### config.mk
export PLATFORM = sky130hd
export DESIGN_NAME = lsb_length_framed_extractor_unit
export DESIGN_NICKNAME = d
export VERILOG_FILES = /design/src/hdl/lsbx_pkg.sv /design/src/hdl/lsbx_in_stage.sv /design/src/hdl/lsbx_frame.sv /design/src/hdl/lsbx_out_reg.sv /design/src/hdl/lsb_length_framed_extractor_unit.sv
export SDC_FILE = /design/constraint.sdc
export NUM_CORES = 1
export LEC_CHECK = 0
export ABC_CLOCK_PERIOD_IN_PS = 6430
export BUFFER_PORTS_ARGS = -buffer_cell sky130_fd_sc_hd__clkbuf_2
export CAP_MARGIN = 20
export CORE_ASPECT_RATIO = 0.9
export CORE_MARGIN = 2
export CORE_UTILIZATION = 60
export DETAILED_ROUTE_END_ITERATION = 16
export PLACE_DENSITY = 0.77
export SETUP_SLACK_MARGIN = 0.5
export SLEW_MARGIN = 20
export SYNTH_ARGS = -nofsm -noshare
export SYNTH_HDL_FRONTEND = slang
export SYNTH_HIERARCHICAL = 1
export SYNTH_SLANG_ARGS = --single-unit
### constraint.sdc
create_clock -name clk -period 6.43 [get_ports clk]
set_clock_uncertainty 0.05 [all_clocks]
set_input_delay 1.286 -clock clk [delete_from_list [all_inputs] [get_ports clk]]
set_output_delay 1.286 -clock clk [all_outputs]
set_load 0.005 [all_outputs]
### src/hdl/lsbx_pkg.sv
// ----------------------------------------------------------------------------
// lsbx_pkg
// Shared constants and types for the LSB length-framed extractor.
// ----------------------------------------------------------------------------
package lsbx_pkg;

  // Length header size in bytes (little-endian length field).
  localparam int unsigned HEADER_BYTES = 8;
  localparam int unsigned LEN_W        = 64;
  localparam int unsigned HDR_CNT_W    = 4;
  localparam int unsigned BYTE_W       = 8;
  localparam int unsigned BIT_POS_W    = 3;

  localparam logic [BIT_POS_W-1:0] LAST_BIT_POS = BIT_POS_W'(BYTE_W - 1);
  localparam logic [HDR_CNT_W-1:0] HDR_DONE     = HDR_CNT_W'(HEADER_BYTES);

  // One registered input transaction: only the sample LSB is kept.
  typedef struct packed {
    logic sof;
    logic lsb;
  } in_item_t;

  // One result from the framing logic.
  typedef struct packed {
    logic              valid;
    logic [BYTE_W-1:0] data;
    logic              last;
  } res_t;

endpackage

### src/hdl/lsbx_in_stage.sv
// ----------------------------------------------------------------------------
// lsbx_in_stage
// Input register: captures start flag and sample LSB, releases on advance.
// ----------------------------------------------------------------------------
module lsbx_in_stage (
  input  logic                clk,
  input  logic                rst_n,
  input  logic                in_valid,
  output logic                in_ready,
  input  logic                in_sof,
  input  logic                in_lsb,
  input  logic                advance,
  output logic                item_valid,
  output lsbx_pkg::in_item_t  item
);

  logic               valid_r;
  logic               valid_nxt;
  lsbx_pkg::in_item_t item_r;

  // Take a new transaction whenever the held one is empty or drains this cycle.
  assign in_ready   = !valid_r || advance;
  assign item_valid = valid_r;
  assign item       = item_r;

  always_comb begin
    valid_nxt = valid_r;
    if (in_ready) begin
      valid_nxt = in_valid;
    end
  end

  always_ff @(posedge clk) begin
    if (!rst_n) begin
      valid_r <= 1'b0;
    end else begin
      valid_r <= valid_nxt;
    end
  end

  always_ff @(posedge clk) begin
    if (in_ready && in_valid) begin
      item_r.sof <= in_sof;
      item_r.lsb <= in_lsb;
    end
  end

endmodule

### src/hdl/lsbx_frame.sv
// ----------------------------------------------------------------------------
// lsbx_frame
// Bit gathering and length framing; one registered item per fire.
// ----------------------------------------------------------------------------
module lsbx_frame (
  input  logic               clk,
  input  logic               rst_n,
  input  logic               fire,
  input  lsbx_pkg::in_item_t item,
  output lsbx_pkg::res_t     res
);

  logic [lsbx_pkg::BIT_POS_W-1:0] pos_r, pos_nxt;
  logic [lsbx_pkg::BYTE_W-1:0]    acc_r, acc_nxt;
  logic [lsbx_pkg::HDR_CNT_W-1:0] hdr_r, hdr_nxt;
  // Holds the assembled length during the header, then the bytes still to send.
  logic [lsbx_pkg::LEN_W-1:0]     len_r, len_nxt;
  logic                           fin_r, fin_nxt;

  logic [lsbx_pkg::BIT_POS_W-1:0] pos_b;
  logic [lsbx_pkg::BYTE_W-1:0]    acc_b;
  logic [lsbx_pkg::HDR_CNT_W-1:0] hdr_b;
  logic [lsbx_pkg::LEN_W-1:0]     len_b;
  logic                           fin_b;
  logic [lsbx_pkg::BYTE_W-1:0]    full;

  always_comb begin
    pos_b = pos_r;
    acc_b = acc_r;
    hdr_b = hdr_r;
    len_b = len_r;
    fin_b = fin_r;
    if (item.sof) begin
      pos_b = '0;
      acc_b = '0;
      hdr_b = '0;
      len_b = '0;
      fin_b = 1'b0;
    end

    pos_nxt   = pos_b;
    acc_nxt   = acc_b;
    hdr_nxt   = hdr_b;
    len_nxt   = len_b;
    fin_nxt   = fin_b;
    full      = {acc_b[lsbx_pkg::BYTE_W-2:0], item.lsb};
    res.valid = 1'b0;
    res.data  = full;
    res.last  = 1'b0;

    if (!fin_b) begin
      if (pos_b != lsbx_pkg::LAST_BIT_POS) begin
        pos_nxt = pos_b + 1'b1;
        acc_nxt = full;
      end else begin
        pos_nxt = '0;
        acc_nxt = '0;
        if (hdr_b < lsbx_pkg::HDR_DONE) begin
          for (int i = 0; i < int'(lsbx_pkg::HEADER_BYTES); i++) begin
            if (hdr_b == lsbx_pkg::HDR_CNT_W'(i)) begin
              len_nxt[i*lsbx_pkg::BYTE_W +: lsbx_pkg::BYTE_W] = full;
            end
          end
          hdr_nxt = hdr_b + 1'b1;
          if (hdr_nxt == lsbx_pkg::HDR_DONE && len_nxt == '0) begin
            fin_nxt = 1'b1;
          end
        end else begin
          res.valid = 1'b1;
          res.last  = (len_b == lsbx_pkg::LEN_W'(1));
          len_nxt   = len_b - 1'b1;
          if (res.last) begin
            fin_nxt = 1'b1;
          end
        end
      end
    end
  end

  always_ff @(posedge clk) begin
    if (!rst_n) begin
      pos_r <= '0;
      acc_r <= '0;
      hdr_r <= '0;
      len_r <= '0;
      fin_r <= 1'b0;
    end else if (fire) begin
      pos_r <= pos_nxt;
      acc_r <= acc_nxt;
      hdr_r <= hdr_nxt;
      len_r <= len_nxt;
      fin_r <= fin_nxt;
    end
  end

endmodule

### src/hdl/lsbx_out_reg.sv
// ----------------------------------------------------------------------------
// lsbx_out_reg
// Result register holding one payload byte until the sink takes it.
// ----------------------------------------------------------------------------
module lsbx_out_reg (
  input  logic                          clk,
  input  logic                          rst_n,
  input  logic                          load,
  input  lsbx_pkg::res_t                res,
  output logic                          free,
  output logic                          out_valid,
  input  logic                          out_ready,
  output logic [lsbx_pkg::BYTE_W-1:0]   out_data,
  output logic                          out_last
);

  logic                        valid_r, valid_nxt;
  logic [lsbx_pkg::BYTE_W-1:0] data_r;
  logic                        last_r;

  assign free      = !valid_r || out_ready;
  assign out_valid = valid_r;
  assign out_data  = data_r;
  assign out_last  = last_r;

  always_comb begin
    valid_nxt = valid_r;
    if (load) begin
      valid_nxt = res.valid;
    end else if (out_ready) begin
      valid_nxt = 1'b0;
    end
  end

  always_ff @(posedge clk) begin
    if (!rst_n) begin
      valid_r <= 1'b0;
    end else begin
      valid_r <= valid_nxt;
    end
  end

  always_ff @(posedge clk) begin
    if (load && res.valid) begin
      data_r <= res.data;
      last_r <= res.last;
    end
  end

endmodule

### src/hdl/lsb_length_framed_extractor_unit.sv
// ----------------------------------------------------------------------------
// lsb_length_framed_extractor_unit
// Gathers sample LSBs into bytes, reads a little-endian length header and
// streams out the framed payload bytes, last one marked.
// ----------------------------------------------------------------------------
//  channel | dir | ports                       | content
//  in_     | in  | tvalid tready tdata tuser   | tdata: sample; tuser: start of image
//  out_    | out | tvalid tready tdata tlast   | tdata: payload byte; tlast: last byte
//
// One sample per cycle when the sink is ready; an accepted sample is held in
// the input register, and its result is loaded into the result register when
// that register is free. Throughput is set by the combinational framing update
// between the input register and the result register.
// Synchronous active-low reset clears framing state, equal to a fresh frame.
// A stalled sink holds the result register and, one item later, the input.
// ----------------------------------------------------------------------------
module lsb_length_framed_extractor_unit (
  input  logic       clk,
  input  logic       rst_n,
  input  logic       in_tvalid,
  output logic       in_tready,
  input  logic [7:0] in_tdata,   // [7:0] channel_sample
  input  logic       in_tuser,   // [0] start_of_image
  output logic       out_tvalid,
  input  logic       out_tready,
  output logic [7:0] out_tdata,  // [7:0] payload_byte
  output logic       out_tlast
);

  logic               item_valid;
  lsbx_pkg::in_item_t item;
  lsbx_pkg::res_t     res;
  logic               out_free;
  logic               fire;

  assign fire = item_valid && out_free;

  lsbx_in_stage u_in_stage (
    .clk        (clk),
    .rst_n      (rst_n),
    .in_valid   (in_tvalid),
    .in_ready   (in_tready),
    .in_sof     (in_tuser),
    .in_lsb     (in_tdata[0]),
    .advance    (fire),
    .item_valid (item_valid),
    .item       (item)
  );

  lsbx_frame u_frame (
    .clk   (clk),
    .rst_n (rst_n),
    .fire  (fire),
    .item  (item),
    .res   (res)
  );

  lsbx_out_reg u_out_reg (
    .clk       (clk),
    .rst_n     (rst_n),
    .load      (fire),
    .res       (res),
    .free      (out_free),
    .out_valid (out_tvalid),
    .out_ready (out_tready),
    .out_data  (out_tdata),
    .out_last  (out_tlast)
  );

endmodule

Yosys cells after proc, flatten, opt, wreduce, memory -nomap -nowiden --
Index checks and enable logic that the tools add are counted.
Word-level totals: register bits after elaboration 92, RAM bits 0, word-level logic and storage cells 94, input bits 13, memories 0, memory bits (read-only) 0, latch bits 0
Operators by class: order comparisons 1, reductions and logical operators 12, multipliers 0, bitwise operators 0, mux-type cells 57, equal/unequal tests 10, div/mod/pow operators 0, shift operators 0, add/subtract/negate cells 3
Operators by type and width (count):
- two-way mux 64 bit | 4
- two-way mux 8 bit | 32
- == test 64 x 1 -> 1 bit, second input constant | 1
- logical NOT 64 bit | 1
- subtractor 64 x 1 -> 64 bit, second input constant | 1
- two-way mux 7 bit | 3
- == test 4 x 3 -> 1 bit, second input constant | 4
- two-way mux 4 bit | 4
- two-way mux 1 bit | 11
- two-way mux 3 bit | 3
- == test 4 x 2 -> 1 bit, second input constant | 2
- adder 4 x 1 -> 4 bit, second input constant | 1
- == test 4 x 1 -> 1 bit, second input constant | 1
- == test 4 bit, second input constant | 1
- logical AND 1 bit | 4
- logical NOT 4 bit | 1
- < comparator 4 bit, second input constant | 1
- adder 3 x 1 -> 3 bit, second input constant | 1
- != test 3 bit, second input constant | 1
- OR reduction 3 bit | 1
- logical NOT 1 bit | 2
- logical OR 1 bit | 2
- nonzero test 2 bit | 1

Depth between registers and ports, before layout --
depth in word-level cells 12, mapped depth 17

Modules after synthesis --
Netlist, hierarchy kept.
Modules (own cells, without submodules):
- lsbx_frame | instances 1, seq. area each 1581.5 um^2, area an instance 7115.6 um^2, cells each 1048
- lsbx_out_reg | instances 1, seq. area each 290.3 um^2, area an instance 321.6 um^2, cells each 14
- lsbx_in_stage | instances 1, seq. area each 80.1 um^2, area an instance 117.6 um^2, cells each 7
- lsb_length_framed_extractor_unit | instances 1, seq. area each 0.0 um^2, area an instance 6.3 um^2, cells each 1

Worst setup path after synthesis --
Ideal clock, no wire load.
path type register -> register, start reg u_in_stage.item_r (netlist bit u_in_stage/item[1]), end reg u_frame/len_r[62] (netlist bit), period minus slack after synthesis 3519 ps, setup time 120 ps, data arrival time 3349 ps, buffers on the path 6, cell stages (with the launch flop) 16, setup slack 2911 ps, cells stage by stage edfxtp_1 -> buf_2 -> inv_1 -> clkbuf_1 -> buf_1 -> clkbuf_1 -> nand2_1 -> inv_1 -> ha_1 -> clkbuf_1 -> and4bb_2 -> clkbuf_1 -> nor2_1 -> a31oi_1 -> o221ai_1 -> o31a_1
On the way: longest elaborated chain between the ends 9, elaborated cells on any way between the ends 16
Ends and longest elaborated chain:
- start: declaration | line lsbx_in_stage.sv:19 | lsbx_pkg::in_item_t item_r;
- branches (longest 8 deep; another with subtractor 64 x 1 -> 64 bit)
- two-way mux 64 bit (*) | line lsbx_frame.sv:51 | if (!fin_b) begin
- end signal: assignment | line lsbx_frame.sv:91 | len_r <= len_nxt;
- end: declaration | line lsbx_frame.sv:17 | logic [lsbx_pkg::LEN_W-1:0] len_r, len_nxt;
Mark *: on every way between the ends. The select of a mux whose other input is x is not followed. A chain may end at the register's enable or synchronous reset.

Final worst setup path --
start reg u_in_stage.item_r (netlist bit u_in_stage/item[1]), end reg u_frame.fin_r
On the way: longest elaborated chain between the ends 12, elaborated cells on any way between the ends 57
Ends and longest elaborated chain:
- two-way mux 4 bit | line lsbx_frame.sv:33 | if (item.sof) begin
- == test 4 x 1 -> 1 bit (tied with other cells) | line lsbx_frame.sv:60 | if (hdr_b == lsbx_pkg::HDR_CNT_W'(i)) begin
- two-way mux 8 bit | line lsbx_frame.sv:60
- two-way mux 8 bit | line lsbx_frame.sv:58 | if (hdr_b < lsbx_pkg::HDR_DONE) begin
- two-way mux 8 bit | line lsbx_frame.sv:52 | if (pos_b != lsbx_pkg::LAST_BIT_POS) begin
- two-way mux 8 bit | line lsbx_frame.sv:51
- logical NOT 64 bit | line lsbx_frame.sv:65 | if (hdr_nxt == lsbx_pkg::HDR_DONE && len_nxt == '0) begin
- logical AND 1 bit | line lsbx_frame.sv:65
- two-way mux 1 bit | line lsbx_frame.sv:65
- two-way mux 1 bit | line lsbx_frame.sv:58
- two-way mux 1 bit | line lsbx_frame.sv:52
- two-way mux 1 bit (*) | line lsbx_frame.sv:51
- end signal: assignment | line lsbx_frame.sv:92 | fin_r <= fin_nxt;
- end: declaration | line lsbx_frame.sv:18 | logic fin_r, fin_nxt;
Mark *: on every way between the ends. The rest lies on a longest branch, timed or not. The select of a mux whose other input is x is not followed.

==> metrics.md <==
| Metric | Value |
|---|---|
| Status | `complete, no violations` |
| Met2 Usage GRT | `57.7%` |
| Port bufs | `16` |
| Total CTS buffers | `9` |
| Share of post-route cells with drive strength above 1 | `8.61%` |
| Remaining DRCs | `0` |
| Final min period | `4320 ps` |
| Period utilization | `67.1%` |
| Synth Instances | `1070` |
| Post-CTS Setup Repair Bufs | `0` |
| Number of routed nets with antenna violations | `0` |
| CTS tree | `yes` |
| Crit end category | `register` |
| Iter 0 DRT Violations | `1891` |
| Peak VDD IR | `224 uV` |
| Die X | `122 microns` |
| Hold/Removal Path Class | `reg -> reg` |
| MaxCap Viol Count | `0` |
| Cts repair resizes | `0` |
| #FFs+latches synth | `92` |
| Critical path type | `reg -> reg` |
| Via count | `8897` |
| Final hold vios | `0` |
| Synth top area share | `21.4%` |
| Vias in the first global route | `8129` |
| Congestion Overflow GR | `0` |
| Vias per cell | `7.60` |
| Worst EP arrival | `4570 ps` |
| Async SR Flop Fraction | `0%` |
| RSZ-0062 raised after global routing | `false` |
| Die height | `110 microns` |
| Initial antenna violation count | `0` |
| Core box area | `12200 sq um` |
| Htree depth | `3` |
| N_diodes | `0` |
| Xor and xnor fraction of the mapped netlist area | `0.579%` |
| Synth cell types | `87` |
| LEAKAGE | `2.68 nW` |
| Root Buffer | `clkbuf_16` |
| Syn_area_per_cell | `7.07 sq um` |
| Yosys warns | `6` |
| CTS Sinks | `92` |
| Worst-margin pin slew | `1060 ps` |
| Final count of negative-setup-slack endpoints | `0` |
| CP Max Fanout | `70` |
| EDFF count, synth | `11` |
| Worst skew pair latency | `370 ps` |
| Largest family of logic cells by synthesized area | `compound AO/OA/AOI/OAI gates` |
| Die ar. | `13500 sq um` |
| Mapped Area | `7560 sq um` |
| Top FF cell, synth | `dfxtp_1` |
| Clock-pin slew on the worst setup and hold paths | `80 ps` |
| M3 GR Usage | `14.0%` |
| Syn_nets | `1092` |
| Slew headroom | `29.4%` |
| Startpoint Class | `register` |
| Adder-cell area share of the yosys netlist | `1.49%` |
| Clock Tree Buf Depth | `2` |
| Area contributors post-synth | `dfxtp_1 (21%), o21ai_0 (6.5%), nand2_1 (6.1%)` |
| WL per Instance | `24.4 microns` |
| PD cells | `183 nW/um^2` |
| Post-DP HPWL | `18500 microns` |
| Number of placement rows | `38` |
| CTS hold repair buffers | `0` |
| Fmax | `0.232 GHz` |
| Total power | `1.43 mW` |
| Multiplexer share of the synthesized area | `2.00%` |
| First-pass GRT wire length | `44700 microns` |
| Starting density of the core | `62.1%` |
| Total GRT Usage | `42.3%` |
| Data required, critical path | `6680 ps` |
| Synth-to-Final Area Change | `3.44%` |
| Max Slew Vio Count | `0` |
| Post-synth top area cell | `dfxtp_1` |
| Nets | `1027` |
| Largest net degree at the start of global routing | `71` |
| Routed WL | `28600 microns` |
| Final TNS setup | `0 ps` |
| Synth Area in Compound Gates | `33.1%` |
| RePlAce Congestion | `1.05` |
| First-pass iteration count of the detailed router | `7` |
| Top Ports | `24` |
| GR Util met1 | `57.6%` |
| GRT busiest layer | `met2` |
| Fin Hold WS | `409 ps` |
| Simple-gate share of the synthesized area | `30.0%` |
| Sequential element share of the synthesized area | `25.8%` |
-- critical path: stages, from the launching register on --
cell,delay (ps)
edfxtp_1,490
buf_4,630
inv_1,130
buf_4,330
nand2_1,180
ha_1,370
nor3b_1,880
o21ai_0,290
nor4_1,580
nand4_1,160
o21ai_1,150
-- sequential cells by signal (all words and copies together), names as in the netlist --
register	flops
u_frame/len_r	64
u_in_stage/item_valid	1
u_out_reg/out_last	1
u_frame/fin_r	1
u_frame/acc_r	7
u_frame/hdr_r	4
u_out_reg/out_data	8
u_in_stage/item	2
u_out_reg/out_valid	1
u_frame/pos_r	3
-- report_power, final --
group | internal, mW | switching [mW]
clock network | 0.278 | 0.278
registers | 0.592 | 0.0296
logic | 0.0819 | 0.173
total | 0.953 | 0.481
-- cells by family (layout without fill, tap and decap cells) --
logic type,after synthesis,in the layout
AO/OA/AOI/OAI,383,383
buffers and inverters,131,71
multiplexers,15,15
AND/OR/NAND/NOR,435,435
XOR/XNOR,5,5
flip-flops,92,92
adder cells (fa/ha/maj),9,9
-- path summary, 6_finish.rpt --
kind,start,to,slack [ps],cells after the start
worst min-delay path,u_frame/pos_r[1],u_frame/pos_r[1],410,2
worst min register to register,u_frame/pos_r[1],u_frame/pos_r[1],410,2
worst max register to register,u_in_stage/item[1],u_frame/fin_r,2110,10
worst max-delay path,u_in_stage/item[1],u_frame/fin_r,2110,10
-- layout make-up --
class	count	area, sq um
Multi-Input combinational cell	847	5080
Fill cell	1105	4350
Sequential cell	92	1950
Clock buffer	9	225
Timing Repair Buffer	32	200
Tap cell	160	200
Inverter	23	86.3
Clock inverter	7	77.6
-- layout by cell type (no fill, tap or decap), drive strengths merged, types with 7 or more instances in the layout --
master	instances
a21oi	89
nor4	33
o21ai	103
mux2i	14
o31ai	10
a221oi	7
nor2b	16
inv	25
dfxtp	81
nor2	110
ha	9
and2	13
nand2	123
a31oi	34
nand2b	12
a22oi	18
o22ai	12
nand4	14
clkbuf	25
o221a	8
nor3b	14
and3	14
a211oi	9
buf	16
nor3	27
o221ai	10
edfxtp	11
nand3	32
-- through the flow --
| stage | utilization, % | worst slack (ps) | cells | area [sq um] |
|---|---|---|---|---|
| 2_1_floorplan | - | 2910 | 1070 | 7560 |
| 3_3_place_gp | 61.8 | 2070 | 1154 | 7520 |
| 3_5_place_dp | 61.8 | 2000 | 1154 | 7520 |
| 4_1_cts | 64.3 | 2340 | 1170 | 7820 |
| 5_1_grt | 64.3 | 1990 | 1170 | 7820 |
| 6_report | 64.3 | 2110 | 1170 | 7820 |
-- Yosys cell counts (all sizes together) (6+ instances only) --
library cell,instances
a21oi,89
a22oi,18
o31ai,10
clkbuf,75
buf,33
o211ai,6
o221a,8
a221oi,7
nand2,123
inv,20
o21ai,103
a211oi,9
o221ai,10
or4,6
a21o,6
nor3,27
o22ai,12
dfxtp,81
nand3,32
mux2i,14
nand2b,12
and2,13
a31oi,34
nor3b,14
nand4,14
nor4,33
and3,14
nor2,110
edfxtp,11
nor2b,16
ha,9
-- layer usage --
layer	part of all wire, %	vias up
li1	-	3863
met1	37	4066
met2	41	799
met3	16	169
met4	5.9	0
met5	0	-
(Power assumes the default switching activity.)
